## src/rtl/torus_vertex_generator_core_assert.svh

```systemverilog
// ----------------------------------------------------------------------------
// Torus vertex generator assertion macros
// Concurrent assertion helpers clocked on clock and disabled in reset.
// ----------------------------------------------------------------------------
`ifndef TORUS_VERTEX_GENERATOR_CORE_ASSERT_SVH
`define TORUS_VERTEX_GENERATOR_CORE_ASSERT_SVH

`ifndef SYNTH
`define TVG_ASSERT_IMPLY(label, ante, cons) \
   label: assert property (@(posedge clock) disable iff (reset) (ante) |-> (cons)) \
      else $error("assertion failed");
`define TVG_ASSERT_DELAY(label, ante, n, cons) \
   label: assert property (@(posedge clock) disable iff (reset) (ante) |-> ##n (cons)) \
      else $error("assertion failed");
`else
`define TVG_ASSERT_IMPLY(label, ante, cons)
`define TVG_ASSERT_DELAY(label, ante, n, cons)
`endif

`endif

```

## src/rtl/tvg_pkg.sv

```systemverilog
// ----------------------------------------------------------------------------
// Torus vertex generator package
// Field widths, register indexes, pipeline sideband type and helper functions.
// ----------------------------------------------------------------------------
package tvg_pkg;

   localparam int IdxWidth   = 12;
   localparam int SampWidth  = 13;
   localparam int FracWidth  = 16;
   localparam int RadWidth   = 16;
   localparam int PosWidth   = 18;
   localparam int IdWidth    = 32;
   localparam int TrigWidth  = 17;
   localparam int MagWidth   = 16;
   localparam int ProdWidth  = 51;
   localparam int MaxSamples = 4096;

   typedef enum logic [1:0] {
      CSR_LARGE_RADIUS = 2'd0,
      CSR_SMALL_RADIUS = 2'd1,
      CSR_RING_SAMPLES = 2'd2,
      CSR_TUBE_SAMPLES = 2'd3
   } csr_index_type;

   typedef struct packed {
      logic                 valid;
      logic                 index_error;
      logic [IdWidth-1:0]   id;
      logic [FracWidth-1:0] tex_u;
      logic [FracWidth-1:0] tex_v;
   } side_type;

   // Quarter-wave sine entry in Q1.15, evaluated by a Taylor series in Q2.30.
   function automatic logic [MagWidth-1:0] sine_entry(int unsigned k, int unsigned bits);
      logic [63:0]        x;
      logic [63:0]        x2;
      logic [63:0]        term;
      logic signed [63:0] sum;
      logic signed [63:0] r;
      x    = (64'(k) * 64'd1686629713) >> bits;
      x2   = (x * x) >> 30;
      term = x;
      sum  = $signed(x);
      for (int n = 1; n <= 7; n++) begin
         term = (term * x2) >> 30;
         case (n)
            1:       term = term / 64'd6;
            2:       term = term / 64'd20;
            3:       term = term / 64'd42;
            4:       term = term / 64'd72;
            5:       term = term / 64'd110;
            6:       term = term / 64'd156;
            default: term = term / 64'd210;
         endcase
         if ((n & 1) == 1) begin
            sum = sum - $signed(term);
         end else begin
            sum = sum + $signed(term);
         end
      end
      if (sum < 0) begin
         sum = 64'sd0;
      end
      r = (sum + 64'sd16384) >>> 15;
      if (r > 64'sd32768) begin
         r = 64'sd32768;
      end
      return MagWidth'(r);
   endfunction

   // Shift right with rounding half away from zero, then saturate to Q10.8.
   function automatic logic signed [PosWidth-1:0] round_sat(logic signed [ProdWidth-1:0] v,
                                                            int unsigned s);
      logic                 neg;
      logic [ProdWidth-1:0] mag;
      logic [ProdWidth-1:0] rnd;
      logic signed [PosWidth-1:0] res;
      neg = v[ProdWidth-1];
      mag = neg ? ProdWidth'(-v) : ProdWidth'(v);
      rnd = (mag + (ProdWidth'(1) << (s - 1))) >> s;
      if (neg) begin
         res = (rnd >= ProdWidth'(131072)) ? -18'sd131072 : -$signed(PosWidth'(rnd));
      end else begin
         res = (rnd >= ProdWidth'(131071)) ? 18'sd131071 : $signed(PosWidth'(rnd));
      end
      return res;
   endfunction

endpackage

```

## src/rtl/tvg_div.sv

```systemverilog
// ----------------------------------------------------------------------------
// Torus vertex generator fraction divider
// Restoring divider, one quotient bit per stage: (index << 16) / samples.
// ----------------------------------------------------------------------------
module tvg_div (
   input  logic                           clock,
   input  logic [tvg_pkg::IdxWidth-1:0]   dividend,
   input  logic [tvg_pkg::SampWidth-1:0]  divisor,
   output logic [tvg_pkg::FracWidth-1:0]  quotient
);
   import tvg_pkg::*;

   localparam int Steps = FracWidth;

   logic [SampWidth-1:0] rem_ff [Steps];
   logic [SampWidth-1:0] div_ff [Steps];
   logic [FracWidth-1:0] quo_ff [Steps];

   for (genvar j = 0; j < Steps; j++) begin : g_step
      logic [SampWidth-1:0] src_rem;
      logic [SampWidth-1:0] src_div;
      logic [FracWidth-1:0] src_quo;
      logic [SampWidth:0]   rem2;
      logic                 ge;

      if (j == 0) begin : g_first
         assign src_rem = SampWidth'(dividend);
         assign src_div = divisor;
         assign src_quo = '0;
      end else begin : g_next
         assign src_rem = rem_ff[j-1];
         assign src_div = div_ff[j-1];
         assign src_quo = quo_ff[j-1];
      end

      assign rem2 = {src_rem, 1'b0};
      assign ge   = rem2 >= {1'b0, src_div};

      always_ff @(posedge clock) begin
         rem_ff[j] <= ge ? SampWidth'(rem2 - {1'b0, src_div}) : SampWidth'(rem2);
         div_ff[j] <= src_div;
         quo_ff[j] <= {src_quo[FracWidth-2:0], ge};
      end
   end

   assign quotient = quo_ff[Steps-1];

endmodule

```

## config.mk

```make
export PLATFORM = sky130hd
export DESIGN_NAME = tvg_div
export DESIGN_NICKNAME = d
export VERILOG_FILES = /design/src/rtl/torus_vertex_generator_core_assert.svh /design/src/rtl/tvg_pkg.sv /design/src/rtl/tvg_div.sv
export SDC_FILE = /design/constraint.sdc
export NUM_CORES = 1
export LEC_CHECK = 0
export ABC_AREA = 1
export BUFFER_PORTS_ARGS = -buffer_cell sky130_fd_sc_hd__clkbuf_2
export CAP_MARGIN = 20
export CELL_PAD_IN_SITES_DETAIL_PLACEMENT = 1
export CELL_PAD_IN_SITES_GLOBAL_PLACEMENT = 1
export CORE_MARGIN = 4
export CORE_UTILIZATION = 35
export CTS_CLUSTER_SIZE = 20
export DETAILED_ROUTE_END_ITERATION = 8
export PLACE_DENSITY = 0.7
export SETUP_SLACK_MARGIN = 0.2
export SLEW_MARGIN = 25
export SYNTH_ARGS = -nofsm -noshare
export SYNTH_HDL_FRONTEND = slang
export SYNTH_SLANG_ARGS = --single-unit
```

## constraint.sdc

```tcl
create_clock -name clock -period 2 [get_ports clock]
set_input_delay 0.1 -clock clock [delete_from_list [all_inputs] [get_ports clock]]
set_output_delay 0.1 -clock clock [all_outputs]
set_load 0.02 [all_outputs]
```

==> metrics, run 1 <==
pwr dens around 1700 mW/mm^2; Reg-to-Reg Start rem_ff[1][33]; Final WS setup approximately 200 ps; largest net degree at the start of global routing 21; Total GRT Usage 0.190; Post-Synth Simple-Gate Area 0.299; proportion of synthesized area in mux cells 0; Pint 0.0350 W; Post-synth EDFFs 0; RSZ-0062 raised after global routing yes; Synth-to-Final Area Change 35.2%; first-pass GRT wire length 128 mm; # nets final 4344; initial DRC count 1067; Reg power frac 0.278; sequential fraction of the synthesis area 0.392; number of diodes 0; data required time of the worst path 2520 ps; area share of fa/ha/maj cells after synthesis 0.107; crit path from rem_ff[1][33]; critical path launch point type flop; clock sinks 526; sw frac 0.426; crit path buf inv count 3; critical-path cell list ha_4 -> nand2_4 -> inv_1 -> nand2_2 -> nand2_2 -> a21oi_4 -> nand3_4 -> buf_12 -> nand2_1 -> o21ai_2 -> buf_4; Hold Path Origin divisor[9]; wire length per cell 16.2 um; H-tree depth 2; Worst-Skew Late Latency 630 ps; top post-synthesis cells by area dfxtp_1 (39%), nand2_1 (16%), inv_1 (12%), ha_1 (9.6%), nand3_1 (4.3%); Die ar. 0.0813 mm^2; Root Driver clkbuf_16; Static Leak 18.8 nW; vias in the first global route approximately 25k; Final Cycle Share 0.900; Logic pwr share 0.537; Rows roughly 100; crit path kind reg -> reg; share of layout cells above drive strength 1 0.288; CP max-delay cell dfxtp_1; minimum clock period around 1800 ps; Synth Area in Compound Gates 0.0373; CP Capture Type flop; TritonCTS Buffers 57; antenna viol nets, final 0; Yosys cell types 34; worst hold path type in -> reg; pre-CTS setup slack -336 ps; CP max stage delay approximately 420 ps; drt drc 0; Syn Std Cell Area 0.0269 mm^2; Port Buffer Count 41; combinational family with the most area after synthesis simple AND/OR/NAND/NOR gates; synth warn 0; Top cell by count, worst path nand2_2; HPWL Detailed 59.9 mm; Crit path arrival time 2320 ps; syn_area_per_cell 7.24 um^2; most frequent cell after synthesis nand2_1; Clock power frac 0.185; status completed; final hold violation count 0; Clock Tree Buf Depth 3; GRT overflow 0; area leader, netlist dfxtp_1; CP delay by family, top simple AND/OR/NAND/NOR gates; Max Slew Vio Count 0; Die Y around 290 um; commonest cells in the netlist nand2_1 (1178), inv_1 (845), dfxtp_1 (526); CTS tree built; I/O pin cnt 42; Synth Instances 3716; net switching power 0.0260 W; final WL 84.0 mm; Initial Utilization 0.353; Synth top area share 0.392; final setup fails 0; syn nets 3964; drt pass-1 iters 5; via count around 24k; fmax 555 MHz; Util after Layout 0.478; Fin Setup TNS 0 ps; GP Congestion 0.852; initial antenna violation count 0; Synth Flop Type dfxtp_1; Worst-path clk slew 60 ps; core box area 0.0761 mm^2; Post-synth ARST share 0; VDD IR max 797 uV; FF+latch count, synth roughly 530; XOR/XNOR Fraction of Synth Area 0.0306; CP Max Fanout 5; Max Cap Viol 0; Slew HR 0.787; Avg Vias per Cell 4.67; die width 285 um; clock skew between 30 and 40 ps; slew of the pin with the lowest slew margin 318 ps; R2R Setup Slk ~200 ps
[cells in the final DEF, fill, tap and decap left out, drive strengths merged]
cell type,netlist,final
a21oi,79,79
and2,1,1
buf,38,273
bufinv,0,9
clkbuf,0,118
clkinv,1,12
clkinvlp,0,9
dfxtp,526,526
dlygate4sd3,0,25
fa,15,15
ha,207,207
inv,851,860
nand2,1197,1197
nand3,264,275
nand4,173,173
nor2,181,181
nor3,3,3
o211ai,1,1
o21ai,83,83
o31ai,1,1
or2,1,1
xnor2,15,15
xor2,79,79
[power groups by stage]
stage          Sequential [W]  Clock [W]  Combinational (W)
2_1_floorplan          0.0154          0             0.0181
3_3_place_gp           0.0163          0             0.0247
3_5_place_dp           0.0163          0             0.0253
4_1_cts                0.0165     0.0116             0.0279
5_1_grt                0.0173     0.0121             0.0366
6_report               0.0170     0.0113             0.0328
[cells by family after synthesis]
kind of cell / count (synthesis)
buffers and inverters: 890
adder cells (fa/ha/maj): 222
AO/OA/AOI/OAI: 164
flip-flops: 526
XOR/XNOR: 94
AND/OR/NAND/NOR: 1820
[path summary, 6_finish.rpt]
check                                      to  depth (start not counted)
worst max-delay path            rem_ff[1][41]                         11
worst min-delay path             div_ff[0][9]                          2
worst max register to register  rem_ff[1][41]                         11
worst min register to register   quo_ff[8][4]                          0
[per-layer routing]
metal  share of wire  track usage
met2            0.51        0.351
met1            0.44        0.234
met4           0.029       0.0517
met3           0.023       0.0213
met5               0            0
[sequential cells by signal, summed over array words and instances, names as in the netlist]
register  flops
quo_ff      136
div_ff      195
rem_ff      195
[area by class of cell]
cell class,instances,area (um^2)
Multi-Input combinational cell,2311,16000
Timing Repair Buffer,348,2990
Sequential cell,526,10800
Fill cell,9249,39700
Clock inverter,38,515
Clock buffer,68,1530
Tap cell,1030,1290
Inverter,852,3200
[through the flow]
stage                     hold slack, ps  total power, W  cells  area, um^2
after floorplan                      128          0.0335   3716       26900
final                                148          0.0610   5173       36400
after detailed placement             224          0.0416   4940       29500
after global placement               221          0.0409   4940       29500
after CTS                            106          0.0560   5099       33400
after global routing                 128          0.0660   5173       36400
[repair_timing]
item                                    CTS  global route
pin swaps                                36           132
gates resized for setup                 251           569
setup buffers                            19            60
cloned                                    9            14
hold buffers                             25             0
endpoints found under the hold margin    26             0
endpoints found under the setup margin  183           198
Note: power is estimated with default switching activity, not from simulation.
==> inputs of run 2 (changes only) <==
CTS_BUF_LIST = sky130_fd_sc_hd__clkbuf_16   (was unset)
==> run 2 against run 1 <==
Effect of this change: via count shrank 0.23%; global-route usage is essentially flat; non-clock buffer count shrank 1; maximum frequency shrank 0.22%; register-to-register slack is essentially flat; combinational power is essentially flat; sequential power is essentially flat; largest power group unchanged.
==> metrics, run 2 (synthesis results as in run 1) <==
Util after Layout 0.477; critical-path cell list ha_4 -> nand2_4 -> inv_1 -> nand2_2 -> nand2_2 -> a21oi_4 -> nand3_4 -> buf_12 -> buf_16 -> nand3_2 -> nand2_2; most common cell after layout, fill and taps aside nand2_1; final hold violation count 0; # fillers roughly 9.2k; fmax 554 MHz; H-tree depth 2; met3 usage 0.0213; Crit path arrival time 2320 ps; Top cell by count, worst path nand2_2; GP Congestion 0.852; sw frac 0.427; share of layout cells above drive strength 1 0.287; Top Usage Layer GRT met2; clock sinks between 500 and 600; Hold WS 147 ps; antenna viol nets, final 0; VDD IR max 799 uV; CP Max Fanout 5; Final Cycle Share 0.902; Static Leak 18.8 nW; final WL ~84 mm; die width 285 um; Reg power frac 0.279; Worst-path clk slew 70 ps; critical path launch point type flop; initial DRC count approximately 1.0k; met1 usage 0.234; Tot Pwr 0.0607 W; CP max-delay cell dfxtp_1; Pint approximately 0.035 W; crit path buf inv count 3; Port Buffer Count a little over 40; highest-count cells in the layout ignoring fill and taps nand2_1 (1054), inv_1 (779), dfxtp_1 (357), buf_4 (241), nand3_1 (192); CTS tree built; status completed; Max Slew Vio Count 0; clock skew 31.4 ps; vias in the first global route 25.0k; register area 0.0108 mm^2; core box area 0.0761 mm^2; Worst-Skew Late Latency 630 ps; via count 24.1k; minimum clock period 1800 ps; GRT overflow 0; Clock Tree Buf Depth 3; crit path kind reg -> reg; CP max stage delay 420 ps; final setup fails 0; worst hold path type in -> reg; drt drc 0; number of diodes 0; met2 Track Usage GR 0.350; I/O pin cnt 42; Rows 101; Die Y 285 um; net switching power 0.0259 W; Logic pwr share 0.538; RSZ-0062 raised after global routing yes; data required time of the worst path 2510 ps; Clock power frac 0.183; first-pass GRT wire length 128 mm; CP Capture Type flop; # nets final 4343; CP delay by family, top simple AND/OR/NAND/NOR gates; TritonCTS Buffers 57; drt pass-1 iters 6; Synth-to-Final Area Change 34.9%; slew of the pin with the lowest slew margin 318 ps; Die ar. roughly 0.08 mm^2; HPWL Detailed 59.9 mm; footprint of the multi-input gates 0.0160 mm^2; Initial Utilization 0.353; Fin Setup TNS 0 ps; largest net degree at the start of global routing 21; biggest regs div_ff (195), rem_ff (195), quo_ff (136); Max Cap Viol 0; wire length per cell ~16 um; Slew HR 0.787; initial antenna violation count 0; pwr dens about 1700 mW/mm^2; Root Driver clkbuf_16; Avg Vias per Cell 4.66; Total GRT Usage 0.190
==> run 2: cell count changes in the layout (fill, tap and decap cells not counted), sizes merged <==
cell    delta
clkbuf    -10
clkinv     +4
inv        +6
buf        -1
==> run 2: what timing repair did <==
action / CTS / global route
buffers inserted: 21 / 57
resized for setup: 255 / 556
endpoints found under the hold margin: 26 / 0
endpoints found under the setup margin: 183 / 198
cloned: 9 / 14
pin swaps: 35 / 127
hold buffers: 25 / 0
==> run 2: cell type report <==
| cell class | instances | area share |
|---|---|---|
| Sequential cell | 526 | 0.297 |
| Inverter | 852 | 0.0883 |
| Clock buffer | 58 | 0.0400 |
| Multi-Input combinational cell | 2311 | 0.442 |
| Clock inverter | 48 | 0.0152 |
| Timing Repair Buffer | 347 | 0.0818 |
| Tap cell | 1030 | 0.0355 |
==> run 2: path summary, 6_finish.rpt <==
path                  from            end  slack [ps]  cells past startpoint
min             divisor[9]   div_ff[0][9]         150                      2
max          rem_ff[1][33]  rem_ff[1][50]         200                     11
min reg2reg   quo_ff[7][3]   quo_ff[8][4]         320                      0
max reg2reg  rem_ff[1][33]  rem_ff[1][50]         200                     11
==> run 2: per-layer routing <==
metal / vias up / part of all wire
met5: - / 0
met4: 0 / 0.027
li1: 12178 / -
met1: 11547 / 0.44
met2: 259 / 0.51
met3: 134 / 0.022
==> run 2: stage by stage <==
step | instance area (um^2) | std cells | setup WS, ps
floorplan | 26900 | 3716 | 330
global placement | 29500 | 4940 | -243
finish | 36300 | 5172 | 195
detailed placement | 29500 | 4940 | -336
CTS | 33400 | 5101 | 190
global route | 36300 | 5172 | 121
==> run 2: power by group through the flow <==
| stage | Combinational (W) | Clock, W | Sequential, W |
|---|---|---|---|
| 2_1_floorplan | 0.0181 | 0 | 0.0154 |
| 3_3_place_gp | 0.0247 | 0 | 0.0163 |
| 3_5_place_dp | 0.0253 | 0 | 0.0163 |
| 4_1_cts | 0.0280 | 0.0114 | 0.0165 |
| 5_1_grt | 0.0365 | 0.0119 | 0.0173 |
| 6_report | 0.0327 | 0.0111 | 0.0170 |
